<file path="config.mk">
export PLATFORM = sky130hd
export DESIGN_NAME = accumulator_cpu_8bit_core_top
export DESIGN_NICKNAME = d
export VERILOG_FILES = /design/src/rtl/acc8_pkg.sv /design/src/rtl/acc8_ctrl.sv /design/src/rtl/acc8_dp.sv /design/src/rtl/accumulator_cpu_8bit_core_top.sv
export VERILOG_INCLUDE_DIRS = /design/src /design/src/rtl
export SDC_FILE = /design/constraint.sdc
export NUM_CORES = 2
export LEC_CHECK = 0
export BUFFER_PORTS_ARGS = -buffer_cell sky130_fd_sc_hd__buf_4
export CAP_MARGIN = 0
export CORE_MARGIN = 1
export CORE_UTILIZATION = 50
export CTS_CLUSTER_DIAMETER = 40
export DETAILED_ROUTE_END_ITERATION = 10
export PLACE_DENSITY = 0.68
export RECOVER_POWER = 50
export SLEW_MARGIN = 20
export SYNTH_ARGS = -nofsm -noshare
export SYNTH_HDL_FRONTEND = slang
export SYNTH_SLANG_ARGS = --single-unit
</file>
<file path="constraint.sdc">
create_clock -name clk -period 14.3 [get_ports clk]
set_input_delay 2.86 -clock clk [delete_from_list [all_inputs] [get_ports clk]]
set_output_delay 2.86 -clock clk [all_outputs]
set_load 0.005 [all_outputs]
</file>
<file path="src/rtl/assert_macros.svh">
// ----------------------------------------------------------------------------
// Assertion macros used by the core's controller.
// Both expect clk and rst in the scope where they are used.
// ----------------------------------------------------------------------------
`ifndef ASSERT_MACROS_SVH
`define ASSERT_MACROS_SVH

// Same-cycle implication
`define ASSERT_IMPL(lbl, ante, cons, msg) \
  lbl: assert property (@(posedge clk) disable iff (rst) (ante) |-> (cons)) \
    else $error(msg);

// Next-cycle implication
`define ASSERT_NEXT(lbl, ante, cons, msg) \
  lbl: assert property (@(posedge clk) disable iff (rst) (ante) |=> (cons)) \
    else $error(msg);

`endif

</file>
<file path="src/rtl/acc8_pkg.sv">
// ----------------------------------------------------------------------------
// acc8_pkg
// Types, opcodes and codes shared by the 8-bit accumulator core.
// ----------------------------------------------------------------------------
package acc8_pkg;

  localparam int ADDR_W          = 8;
  localparam int MEM_DEPTH       = 256;
  localparam int STACK_DEPTH_DEF = 16;
  localparam logic [15:0] MAX_STEPS_RST = 16'hFFFF;

  // opcodes
  localparam logic [7:0] OP_MOV_ACC_A  = 8'h08;
  localparam logic [7:0] OP_MOV_A_ACC  = 8'h10;
  localparam logic [7:0] OP_LDI        = 8'h18;
  localparam logic [7:0] OP_LDM        = 8'h20;
  localparam logic [7:0] OP_MOV_DP_ACC = 8'h28;
  localparam logic [7:0] OP_STM        = 8'h30;
  localparam logic [7:0] OP_INV        = 8'h38;
  localparam logic [7:0] OP_AND        = 8'h40;
  localparam logic [7:0] OP_ADD        = 8'h48;
  localparam logic [7:0] OP_JMP        = 8'h50;
  localparam logic [7:0] OP_JZ         = 8'h58;
  localparam logic [7:0] OP_JN         = 8'h60;
  localparam logic [7:0] OP_JC         = 8'h68;
  localparam logic [7:0] OP_CALL       = 8'h70;
  localparam logic [7:0] OP_RET        = 8'h78;
  localparam logic [7:0] OP_XOR        = 8'h80;
  localparam logic [7:0] OP_SLL        = 8'h88;
  localparam logic [7:0] OP_SRL        = 8'h90;
  localparam logic [7:0] OP_OR         = 8'h98;
  localparam logic [7:0] OP_SUB        = 8'hA0;

  typedef enum logic [1:0] {
    FUNC_WRITE   = 2'd0,
    FUNC_EXEC    = 2'd1,
    FUNC_READ    = 2'd2,
    FUNC_RESTART = 2'd3
  } func_t;

  typedef enum logic [2:0] {
    STOP_NONE      = 3'd0,
    STOP_RET_EMPTY = 3'd1,
    STOP_BAD_OP    = 3'd2,
    STOP_PC_RANGE  = 3'd3,
    STOP_STEPS     = 3'd4,
    STOP_OVERFLOW  = 3'd5
  } stop_t;

  typedef enum logic [2:0] {
    S_CLEAR,
    S_IDLE,
    S_DISPATCH,
    S_OP,
    S_IMM,
    S_LOAD,
    S_RET,
    S_DONE
  } state_t;

  typedef enum logic [1:0] {
    MSEL_ITEM,
    MSEL_PC,
    MSEL_DPTR,
    MSEL_CLEAR
  } mem_sel_t;

  typedef enum logic [1:0] {
    WSEL_ITEM,
    WSEL_ACC,
    WSEL_ZERO
  } wsel_t;

  // controller -> datapath
  typedef struct packed {
    logic       latch_item;
    mem_sel_t   mem_sel;
    wsel_t      wsel;
    logic       mem_rd;
    logic       mem_wr;
    logic       clr_step;
    logic       pc_inc;
    logic       restart;
    logic       set_stop;
    stop_t      stop_val;
    logic       latch_op;
    logic       step_inc;
    logic [7:0] op;
    logic       alu_exec;
    logic       imm_exec;
    logic       load_acc;
    logic       pop;
    logic       ret_load;
    logic       res_load;
  } cmd_t;

  // datapath -> controller
  typedef struct packed {
    func_t      func;
    logic [7:0] mem_q;
    logic [7:0] last_op;
    logic       halted;
    logic       step_limit;
    logic       pc_oob;
    logic       stack_empty;
    logic       stack_full;
    logic       out_busy;
    logic       clr_last;
  } sts_t;

  function automatic logic known_op(input logic [7:0] op);
    return (op[2:0] == 3'b000) && (op >= OP_MOV_ACC_A) && (op <= OP_SUB);
  endfunction

endpackage

</file>
<file path="src/rtl/acc8_ctrl.sv">
// ----------------------------------------------------------------------------
// acc8_ctrl
// Sequencer: memory clear after reset, item dispatch, instruction fetch,
// operand fetch and result hand-off.
// ----------------------------------------------------------------------------
`include "assert_macros.svh"

module acc8_ctrl
  import acc8_pkg::*;
(
  input  logic clk,
  input  logic rst,
  input  logic item_valid,
  output logic item_stall,
  input  sts_t sts,
  output cmd_t cmd
);

  state_t state, state_next;

  // state register
  always_ff @(posedge clk) begin
    if (rst) begin
      state <= S_CLEAR;
    end else begin
      state <= state_next;
    end
  end

  // next state and commands
  always_comb begin
    state_next   = state;
    cmd          = '0;
    cmd.mem_sel  = MSEL_ITEM;
    cmd.wsel     = WSEL_ITEM;
    cmd.stop_val = STOP_NONE;
    cmd.op       = sts.last_op;
    item_stall   = 1'b1;

    unique case (state)
      S_CLEAR: begin
        cmd.mem_wr   = 1'b1;
        cmd.mem_sel  = MSEL_CLEAR;
        cmd.wsel     = WSEL_ZERO;
        cmd.clr_step = 1'b1;
        if (sts.clr_last) state_next = S_IDLE;
      end

      S_IDLE: begin
        item_stall = 1'b0;
        if (item_valid) begin
          cmd.latch_item = 1'b1;
          state_next     = S_DISPATCH;
        end
      end

      S_DISPATCH: begin
        state_next = S_DONE;
        unique case (sts.func)
          FUNC_WRITE: cmd.mem_wr = 1'b1;
          FUNC_READ:  cmd.mem_rd = 1'b1;
          FUNC_RESTART: cmd.restart = 1'b1;
          FUNC_EXEC: begin
            if (sts.halted) begin
              // nothing to do
            end else if (sts.step_limit) begin
              cmd.set_stop = 1'b1;
              cmd.stop_val = STOP_STEPS;
            end else if (sts.pc_oob) begin
              cmd.set_stop = 1'b1;
              cmd.stop_val = STOP_PC_RANGE;
            end else begin
              cmd.mem_rd  = 1'b1;
              cmd.mem_sel = MSEL_PC;
              cmd.pc_inc  = 1'b1;
              state_next  = S_OP;
            end
          end
          default: ;
        endcase
      end

      S_OP: begin
        // opcode arrives from memory this cycle
        cmd.op       = sts.mem_q;
        cmd.latch_op = 1'b1;
        state_next   = S_DONE;
        if (!known_op(sts.mem_q)) begin
          cmd.set_stop = 1'b1;
          cmd.stop_val = STOP_BAD_OP;
        end else begin
          cmd.step_inc = 1'b1;
          unique case (sts.mem_q) inside
            OP_LDI, OP_JMP, OP_JZ, OP_JN, OP_JC, OP_CALL: begin
              if (sts.pc_oob) begin
                cmd.set_stop = 1'b1;
                cmd.stop_val = STOP_PC_RANGE;
              end else begin
                cmd.mem_rd  = 1'b1;
                cmd.mem_sel = MSEL_PC;
                cmd.pc_inc  = 1'b1;
                state_next  = S_IMM;
              end
            end
            OP_LDM: begin
              cmd.mem_rd  = 1'b1;
              cmd.mem_sel = MSEL_DPTR;
              state_next  = S_LOAD;
            end
            OP_STM: begin
              cmd.mem_wr   = 1'b1;
              cmd.mem_sel  = MSEL_DPTR;
              cmd.wsel     = WSEL_ACC;
              cmd.alu_exec = 1'b1;
            end
            OP_RET: begin
              if (sts.stack_empty) begin
                cmd.set_stop = 1'b1;
                cmd.stop_val = STOP_RET_EMPTY;
              end else begin
                cmd.pop    = 1'b1;
                state_next = S_RET;
              end
            end
            default: cmd.alu_exec = 1'b1;
          endcase
        end
      end

      S_IMM: begin
        cmd.imm_exec = 1'b1;
        if (sts.last_op == OP_CALL && sts.stack_full) begin
          cmd.set_stop = 1'b1;
          cmd.stop_val = STOP_OVERFLOW;
        end
        state_next = S_DONE;
      end

      S_LOAD: begin
        cmd.load_acc = 1'b1;
        state_next   = S_DONE;
      end

      S_RET: begin
        cmd.ret_load = 1'b1;
        state_next   = S_DONE;
      end

      S_DONE: begin
        if (!sts.out_busy) begin
          cmd.res_load = 1'b1;
          state_next   = S_IDLE;
        end
      end

      default: state_next = S_IDLE;
    endcase
  end

  // checks
  `ASSERT_IMPL(a_res_free, cmd.res_load, !sts.out_busy, "result loaded over a held word")
  `ASSERT_IMPL(a_mem_port, 1'b1, !(cmd.mem_rd && cmd.mem_wr), "memory read and write together")
  `ASSERT_IMPL(a_stop_once, cmd.set_stop, !sts.halted, "stop cause set while halted")
  `ASSERT_IMPL(a_imm_seq, state == S_IMM, $past(state) == S_OP, "operand fetch out of order")

endmodule

</file>
<file path="src/rtl/acc8_dp.sv">
// ----------------------------------------------------------------------------
// acc8_dp
// Datapath: architectural registers, ALU, unified memory, return stack
// and the result word register.
// ----------------------------------------------------------------------------
module acc8_dp
  import acc8_pkg::*;
#(
  parameter int STACK_DEPTH = STACK_DEPTH_DEF
) (
  input  logic              clk,
  input  logic              rst,
  input  logic [1:0]        func,
  input  logic [ADDR_W-1:0] address,
  input  logic [7:0]        write_data,
  input  logic              cfg_valid,
  input  logic [15:0]       max_steps,
  input  cmd_t              cmd,
  output sts_t              sts,
  output logic              result_valid,
  input  logic              result_stall,
  output logic [7:0]        accumulator,
  output logic [7:0]        operand_reg,
  output logic [7:0]        data_pointer,
  output logic [8:0]        prog_counter,
  output logic              zero_flag,
  output logic              negative_flag,
  output logic              carry_flag,
  output logic              halted,
  output logic [2:0]        stop_cause,
  output logic [7:0]        last_op,
  output logic [7:0]        read_data
);

  localparam int DEPTH_W = $clog2(STACK_DEPTH + 1);
  localparam int SP_W    = (STACK_DEPTH > 1) ? $clog2(STACK_DEPTH) : 1;

  // item latch
  func_t             item_func;
  logic [ADDR_W-1:0] item_addr;
  logic [7:0]        item_wdata;

  // architectural state
  logic [7:0]   acc, opnd, dptr, op_reg;
  logic [8:0]   pc;
  logic         flag_z, flag_n, flag_c;
  stop_t        stop;
  logic [15:0]  step_cnt, steps_limit;
  logic [DEPTH_W-1:0] depth, depth_m1;
  logic [ADDR_W-1:0]  clr_cnt;

  // memories
  logic [7:0] mem [MEM_DEPTH];
  logic [7:0] mem_q;
  logic [8:0] stack [STACK_DEPTH];
  logic [8:0] stack_q;

  logic [ADDR_W-1:0] mem_addr;
  logic [7:0]        mem_wdata;
  logic              stack_full, push_en;

  // ALU results
  logic [7:0] alu_val;
  logic       alu_c;
  logic       dst_acc, dst_a, dst_dptr;
  logic [8:0] add_w, sub_w, sll_w, srl_w;

  assign depth_m1   = depth - 1'b1;
  assign stack_full = (depth == DEPTH_W'(STACK_DEPTH));
  assign push_en    = cmd.imm_exec && (cmd.op == OP_CALL) && !stack_full;

  // memory address and write data select
  always_comb begin
    case (cmd.mem_sel)
      MSEL_ITEM:  mem_addr = item_addr;
      MSEL_PC:    mem_addr = pc[ADDR_W-1:0];
      MSEL_DPTR:  mem_addr = dptr;
      MSEL_CLEAR: mem_addr = clr_cnt;
      default:    mem_addr = item_addr;
    endcase
    case (cmd.wsel)
      WSEL_ITEM: mem_wdata = item_wdata;
      WSEL_ACC:  mem_wdata = acc;
      default:   mem_wdata = 8'h00;
    endcase
  end

  // single-port memory, registered read
  always_ff @(posedge clk) begin
    if (cmd.mem_wr) mem[mem_addr] <= mem_wdata;
    if (cmd.mem_rd) mem_q <= mem[mem_addr];
  end

  // return stack, registered read of the top entry
  always_ff @(posedge clk) begin
    if (push_en) stack[depth[SP_W-1:0]] <= pc;
    if (cmd.pop) stack_q <= stack[depth_m1[SP_W-1:0]];
  end

  // ALU for register and flag-setting operations
  assign add_w = {1'b0, acc} + {1'b0, opnd};
  assign sub_w = {1'b0, acc} - {1'b0, opnd};
  assign sll_w = {1'b0, acc} << opnd[2:0];
  assign srl_w = {acc, 1'b0} >> opnd[2:0];

  always_comb begin
    alu_val  = acc;
    alu_c    = 1'b0;
    dst_acc  = 1'b0;
    dst_a    = 1'b0;
    dst_dptr = 1'b0;
    case (cmd.op)
      OP_MOV_ACC_A:  begin alu_val = opnd;          dst_acc  = 1'b1; end
      OP_MOV_A_ACC:  begin alu_val = acc;           dst_a    = 1'b1; end
      OP_MOV_DP_ACC: begin alu_val = acc;           dst_dptr = 1'b1; end
      OP_STM:        alu_val = acc;
      OP_INV:        begin alu_val = ~acc;          dst_acc  = 1'b1; end
      OP_AND:        begin alu_val = acc & opnd;    dst_acc  = 1'b1; end
      OP_OR:         begin alu_val = acc | opnd;    dst_acc  = 1'b1; end
      OP_XOR:        begin alu_val = acc ^ opnd;    dst_acc  = 1'b1; end
      OP_ADD: begin
        alu_val = add_w[7:0];
        alu_c   = add_w[8];
        dst_acc = 1'b1;
      end
      OP_SUB: begin
        // bit 8 of the difference is the borrow
        alu_val = sub_w[7:0];
        alu_c   = sub_w[8];
        dst_acc = 1'b1;
      end
      OP_SLL: begin
        alu_val = sll_w[7:0];
        alu_c   = sll_w[8];
        dst_acc = 1'b1;
      end
      OP_SRL: begin
        alu_val = srl_w[8:1];
        alu_c   = srl_w[0];
        dst_acc = 1'b1;
      end
      default: ;
    endcase
  end

  // architectural registers
  always_ff @(posedge clk) begin
    if (rst) begin
      acc         <= 8'h00;
      opnd        <= 8'h00;
      dptr        <= 8'h00;
      pc          <= 9'd0;
      flag_z      <= 1'b0;
      flag_n      <= 1'b0;
      flag_c      <= 1'b0;
      stop        <= STOP_NONE;
      op_reg      <= 8'h00;
      step_cnt    <= 16'd0;
      depth       <= '0;
      clr_cnt     <= '0;
      steps_limit <= MAX_STEPS_RST;
    end else begin
      if (cfg_valid) steps_limit <= max_steps;
      if (cmd.clr_step) clr_cnt <= clr_cnt + 1'b1;

      if (cmd.restart) begin
        acc      <= 8'h00;
        opnd     <= 8'h00;
        dptr     <= 8'h00;
        pc       <= 9'd0;
        flag_z   <= 1'b0;
        flag_n   <= 1'b0;
        flag_c   <= 1'b0;
        stop     <= STOP_NONE;
        op_reg   <= 8'h00;
        step_cnt <= 16'd0;
        depth    <= '0;
      end

      if (cmd.pc_inc)   pc <= pc + 9'd1;
      if (cmd.set_stop) stop <= cmd.stop_val;
      if (cmd.latch_op) op_reg <= mem_q;
      if (cmd.step_inc) step_cnt <= step_cnt + 16'd1;

      if (cmd.alu_exec) begin
        if (dst_acc)  acc  <= alu_val;
        if (dst_a)    opnd <= alu_val;
        if (dst_dptr) dptr <= alu_val;
        flag_z <= (alu_val == 8'h00);
        flag_n <= alu_val[7];
        flag_c <= alu_c;
      end

      // operand-byte instructions; mem_q holds the operand
      if (cmd.imm_exec) begin
        case (cmd.op)
          OP_LDI: acc <= mem_q;
          OP_JMP: pc  <= {1'b0, mem_q};
          OP_JZ:  if (flag_z) pc <= {1'b0, mem_q};
          OP_JN:  if (flag_n) pc <= {1'b0, mem_q};
          OP_JC:  if (flag_c) pc <= {1'b0, mem_q};
          OP_CALL: begin
            if (!stack_full) begin
              depth <= depth + 1'b1;
              pc    <= {1'b0, mem_q};
            end
          end
          default: ;
        endcase
      end

      if (cmd.load_acc) acc <= mem_q;
      if (cmd.pop)      depth <= depth_m1;
      if (cmd.ret_load) pc <= stack_q;
    end
  end

  // item latch (payload, no reset)
  always_ff @(posedge clk) begin
    if (cmd.latch_item) begin
      item_func  <= func_t'(func);
      item_addr  <= address;
      item_wdata <= write_data;
    end
  end

  // result word valid
  always_ff @(posedge clk) begin
    if (rst) begin
      result_valid <= 1'b0;
    end else if (cmd.res_load) begin
      result_valid <= 1'b1;
    end else if (!result_stall) begin
      result_valid <= 1'b0;
    end
  end

  // result word payload
  always_ff @(posedge clk) begin
    if (cmd.res_load) begin
      accumulator   <= acc;
      operand_reg   <= opnd;
      data_pointer  <= dptr;
      prog_counter  <= pc;
      zero_flag     <= flag_z;
      negative_flag <= flag_n;
      carry_flag    <= flag_c;
      halted        <= (stop != STOP_NONE);
      stop_cause    <= stop;
      last_op       <= op_reg;
      read_data     <= (item_func == FUNC_READ) ? mem_q : 8'h00;
    end
  end

  // status to controller
  always_comb begin
    sts.func        = item_func;
    sts.mem_q       = mem_q;
    sts.last_op     = op_reg;
    sts.halted      = (stop != STOP_NONE);
    sts.step_limit  = (step_cnt >= steps_limit);
    sts.pc_oob      = pc[8];
    sts.stack_empty = (depth == '0);
    sts.stack_full  = stack_full;
    sts.out_busy    = result_valid && result_stall;
    sts.clr_last    = (clr_cnt == ADDR_W'(MEM_DEPTH - 1));
  end

endmodule

</file>
<file path="src/rtl/accumulator_cpu_8bit_core_top.sv">
// ----------------------------------------------------------------------------
// accumulator_cpu_8bit_core_top
// 8-bit accumulator core with a 256-byte unified memory, a controller
// sequencer and a datapath.
//
//   channel  | direction | handshake                 | word
//   ---------+-----------+---------------------------+---------------------------
//   item     | in        | item_valid / item_stall   | func, address, write_data
//   result   | out       | result_valid / result_stall | registers, flags, status
//   cfg      | in        | cfg_valid / cfg_ready     | max_steps
//
// A word holds the core from its accepting cycle through the result load:
// write, read, restart and an execute stopped before the fetch pass S_DISPATCH
// and S_DONE; register ops, stores, a bad opcode, an empty-stack return or an
// operand fetch from 256 also pass S_OP; operand-byte, load and return ops pass
// S_OP and then S_IMM, S_LOAD or S_RET, as the memory has a single port.
// result_valid is registered from the result load. After reset the memory is
// cleared, one byte a cycle, with item_stall high; max_steps writes are taken
// throughout. A stalled result waits in the output register; the next item is
// accepted and worked meanwhile, and its result loads once the register is free.
// ----------------------------------------------------------------------------
module accumulator_cpu_8bit_core_top
  import acc8_pkg::*;
#(
  parameter int STACK_DEPTH = STACK_DEPTH_DEF
) (
  input  logic              clk,
  input  logic              rst,
  input  logic              item_valid,
  output logic              item_stall,
  input  logic [1:0]        func,
  input  logic [ADDR_W-1:0] address,
  input  logic [7:0]        write_data,
  input  logic              cfg_valid,
  output logic              cfg_ready,
  input  logic [15:0]       max_steps,
  output logic              result_valid,
  input  logic              result_stall,
  output logic [7:0]        accumulator,
  output logic [7:0]        operand_reg,
  output logic [7:0]        data_pointer,
  output logic [8:0]        prog_counter,
  output logic              zero_flag,
  output logic              negative_flag,
  output logic              carry_flag,
  output logic              halted,
  output logic [2:0]        stop_cause,
  output logic [7:0]        last_op,
  output logic [7:0]        read_data
);

  cmd_t cmd;
  sts_t sts;

  // the limit register takes a write in any cycle
  assign cfg_ready = 1'b1;

  acc8_ctrl u_ctrl (
    .clk        (clk),
    .rst        (rst),
    .item_valid (item_valid),
    .item_stall (item_stall),
    .sts        (sts),
    .cmd        (cmd)
  );

  acc8_dp #(
    .STACK_DEPTH (STACK_DEPTH)
  ) u_dp (
    .clk           (clk),
    .rst           (rst),
    .func          (func),
    .address       (address),
    .write_data    (write_data),
    .cfg_valid     (cfg_valid && cfg_ready),
    .max_steps     (max_steps),
    .cmd           (cmd),
    .sts           (sts),
    .result_valid  (result_valid),
    .result_stall  (result_stall),
    .accumulator   (accumulator),
    .operand_reg   (operand_reg),
    .data_pointer  (data_pointer),
    .prog_counter  (prog_counter),
    .zero_flag     (zero_flag),
    .negative_flag (negative_flag),
    .carry_flag    (carry_flag),
    .halted        (halted),
    .stop_cause    (stop_cause),
    .last_op       (last_op),
    .read_data     (read_data)
  );

endmodule

</file>
==> metrics.md <==
| Metric | Value |
|---|---|
| Area of the core | `between 0.15 and 0.2 sq mm` |
| CP endpoint kind | `register` |
| Starting density of the core | `50.30%` |
| Initial antenna violation count | `7` |
| DIE AREA | `approximately 0.2 sq mm` |
| WS Path Type | `reg2reg` |
| R2R Path End | `u_dp.mem[118][1]$_DFFE_PP_` |
| Row count | `162` |
| RSZ-0062 raised after global routing | `false` |
| Clock slew at reported path FFs | `~0.060 ns` |
| Critical path required time | `about 14 ns` |
| Worst path arrival time | `approximately 11 ns` |
| Share of cells above drive strength 1 | `approximately 11%` |
| IO Pins | `between 90 and 100` |
| Final nets | `slightly above 7,000` |
| Syn avg cell area | `approximately 14 sq um` |
| Reg2Reg Setup Slack | `~3.6 ns` |
| Peak supply drop | `approximately 0.29 mV` |
| Dpl ws | `between 7 and 8 ns` |
| Total GRT Usage | `28.05%` |
| CP max FO | `92` |
| First-pass GRT wire length | `about 410,000 um` |
| Max reg flops | `2,048` |
| Max-cap viol count | `20` |
| RR Startpoint | `u_dp.mem_q[4]$_DFFE_PP_` |
| DRC viols | `0` |
| Hold Vio Cnt, Final | `0` |
| Num CTS Buffers | `315` |
| Sequential share of the synthesized area | `between 70% and 80%` |
| Port Buffer Count | `96` |
| Crit path launch | `u_dp.mem_q[4]$_DFFE_PP_` |
| Post-CTS setup buffer count | `0` |
| Crit-path most repeated cell | `clkbuf_1` |
| Minimum clock period after layout | `approximately 11 ns` |
| Crit path to | `u_dp.mem[118][1]$_DFFE_PP_` |
| Vias | `63,805` |
| Sequential group share of total power | `roughly a third` |
| CTS tree | `done` |
| Die Wd | `444.9 um` |
| Chip Height | `roughly 440 um` |
| Post-synth EDFFs | `2,283` |
| Post-route worst setup slack | `roughly 3.6 ns` |
| Largest net degree at the start of global routing | `194` |
| Root buffer cell | `clkbuf_16` |
| Least-Margin Pin Slew | `roughly 4.7 ns` |
| Pre-Repair DR Iteration Count | `8` |
| CP Launch Type | `register` |
| Largest Register | `u_dp.mem` |
| # resized after CTS | `0` |
| Int Power | `approximately 15 mW` |
| WP depth | `11` |
| Tcrit/Tclk final | `between 70% and 80%` |
| CP max stage delay | `roughly 3.5 ns` |
| Netlist area before placement | `around 0.1 sq mm` |
| CP bufs+invs | `3` |
| ANT nets after route | `0` |
| Net Sw Frac | `between 30% and 40%` |
| Final hold slack | `approximately 0.48 ns` |
| Run status | `finished, violations left` |
| Net Sw Power | `~9 mW` |
| Pwr Density | `around 220 mW/mm^2` |
| Final setup TNS | `0 ns` |
| Gp weighted congestion | `between 0.9 and 1` |
| Combinational Power Share | `33.3%` |
| Slew Viols, Final | `~1,100` |
| Wire per inst | `approximately 29 um` |
| Number of global-route vias before repair | `between 60,000 and 70,000` |
| Failing checks | `max-capacitance violations, max-slew violations` |
| Drt via density | `around 6.4` |
| # hold bufs at CTS | `0` |
| Clock sink count | `roughly 2,400` |
| Clock Power Share | `31.9%` |
| Synth Instances | `7,019` |
| Slowest stage cell, crit path | `clkbuf_1` |
| Slew margin rel. | `-215.4%` |
| Worst-path cell chain | `o21ai_0 -> nand2_1 -> nand2_1 -> nand3_1 -> nor2_1 -> nand4_1 -> clkbuf_1 -> nand3_1 -> o21ai_4 -> clkbuf_1 -> clkbuf_1` |
| Clk Latency, worst-skew pair | `roughly 0.96 ns` |
| Post-Route Skew | `between 0.06 and 0.07 ns` |
| Max Clk Rate | `93.43 MHz` |
| Top_reg_cell synth | `edfxtp_1` |
| Layout area overhead | `13.27%` |
| Ys async rst share | `0%` |
| Static Leak | `between 30 and 40 nW` |
| Tot Pwr | `24.28 mW` |
| Netlist cell types | `95` |
| CP top delay family | `buffers and inverters` |
| Ys Warns | `0` |
| Max Root-Sink Buffers | `4` |
| Initial DRC Count | `9,030` |
| DP HPWL | `between 150,000 and 200,000 um` |
| Final setup viols | `0` |
| Final wirelength | `around 280,000 um` |
| Worst-case reg-to-reg path depth | `11` |
| Final global-route overflow total | `0` |
| Synth Register Bits | `between 2,000 and 2,500` |
| Syn nets | `7,113` |
| Hold Path Class | `reg2reg` |
| Htree depth | `5` |
[cells by family (layout without fill, tap and decap cells)]
| family | count (synthesis) | after routing | share of synthesized area (%) |
|---|---|---|---|
| adder cells (fa/ha/maj) | 55 | 55 | 0.7169 |
| XOR/XNOR | 14 | 14 | 0.1250 |
| buffers and inverters | 543 | 819 | 2.660 |
| AND/OR/NAND/NOR | 2160 | 2160 | 9.941 |
| multiplexers | 340 | 340 | 4.156 |
| flip-flops | 2379 | 2379 | 71.86 |
| other | 1 | 3 | 0.003823 |
| AO/OA/AOI/OAI | 1527 | 1527 | 10.54 |
[metrics by stage]
stage / instance area, sq um / util [%] / cells
after floorplan: 98080 / - / 7019
after global placement: 101000 / 51.80 / 9367
after detailed placement: 101000 / 51.81 / 9368
after CTS: 111300 / 57.09 / 9918
after global routing: 111100 / 56.97 / 9919
final: 111100 / 56.97 / 9921
[metal layers]
metal	up-vias	GRT usage, %	routed length (um)
met5	-	0	10
met4	2	11.90	12660
met3	609	6.126	32070
met2	4004	42.45	128100
met1	31868	39.29	110500
li1	27322	-	-
[cell usage after synthesis, types with 50 or more instances]
master | instances | area (sq um)
a211oi_1 | 256 | 1922
a21oi_1 | 408 | 2042
a311oi_1 | 84 | 735.7
a31oi_1 | 101 | 631.9
and3_1 | 248 | 1551
buf_2 | 151 | 755.7
buf_4 | 53 | 397.9
clkbuf_1 | 235 | 882.1
dfxtp_1 | 96 | 1922
edfxtp_1 | 2283 | 68560
ha_1 | 53 | 663.1
mux2i_1 | 252 | 2522
mux4_2 | 50 | 1126
nand2_1 | 1038 | 3896
nand3_1 | 230 | 1151
nor2_1 | 407 | 1528
o211ai_1 | 52 | 390.4
o21ai_0 | 181 | 905.9
o22ai_1 | 87 | 544.3
[worst min-delay path by stage]
| stage | startpoint | endpoint | slack [ns] | cells past startpoint |
|---|---|---|---|---|
| 2_1_floorplan | u_dp.dptr[7]$_SDFF_PP0_ | u_dp.data_pointer[7]$_DFFE_PP_ | 0.43 | 0 |
| 3_3_place_gp | u_dp.stop[2]$_SDFFE_PP0P_ | u_dp.stop_cause[2]$_DFFE_PP_ | 0.46 | 0 |
| 3_5_place_dp | u_dp.steps_limit[0]$_SDFFE_PP1P_ | u_dp.steps_limit[0]$_SDFFE_PP1P_ | 0.47 | 2 |
| 4_1_cts | u_dp.stop[2]$_SDFFE_PP0P_ | u_dp.stop_cause[2]$_DFFE_PP_ | 0.48 | 0 |
| 5_1_grt | u_dp.stop[2]$_SDFFE_PP0P_ | u_dp.stop_cause[2]$_DFFE_PP_ | 0.50 | 0 |
| 6_report | u_dp.stop[2]$_SDFFE_PP0P_ | u_dp.stop_cause[2]$_DFFE_PP_ | 0.48 | 0 |
[area by class of cell]
class / instances / area [sq um]
clock inverter: 189 / 2066
multi-input combinational: 4097 / 25180
sequential: 2379 / 70480
antenna: 2 / 5.005
clock buffer: 361 / 8235
timing repair buffer: 222 / 1678
inverter: 47 / 176.4
fill: 15086 / 83900
tap: 2624 / 3283
[power by group through the flow]
stage               Combinational (mW)  Clock (mW)  Sequential, mW
global route                      8.42        8.08            8.46
finish                            8.08        7.75            8.45
global placement                  7.78           0            8.53
CTS                               7.92        7.80            8.39
floorplan                         5.06           0            8.94
detailed placement                7.88           0            8.54
[cells in the final DEF (no fill, tap or decap), drive strengths merged, types with 22 or more instances in the layout]
master	count
mux2i	252
o22ai	87
nor2	410
clkbuf	460
o21bai	22
a221oi	25
a211oi	259
clkinv	96
a21oi	408
buf	123
nor3	35
edfxtp	2283
a211o	36
and3	248
a22oi	24
o211ai	52
bufinv	31
clkinvlp	29
and2	22
a31oi	101
a311oi	84
a21boi	22
dfxtp	96
ha	53
inv	80
mux4	50
nand3	230
a32oi	28
nand4	35
mux2	38
nand2	1041
o21ai	184
nor4	50
(Power assumes the default switching activity.)
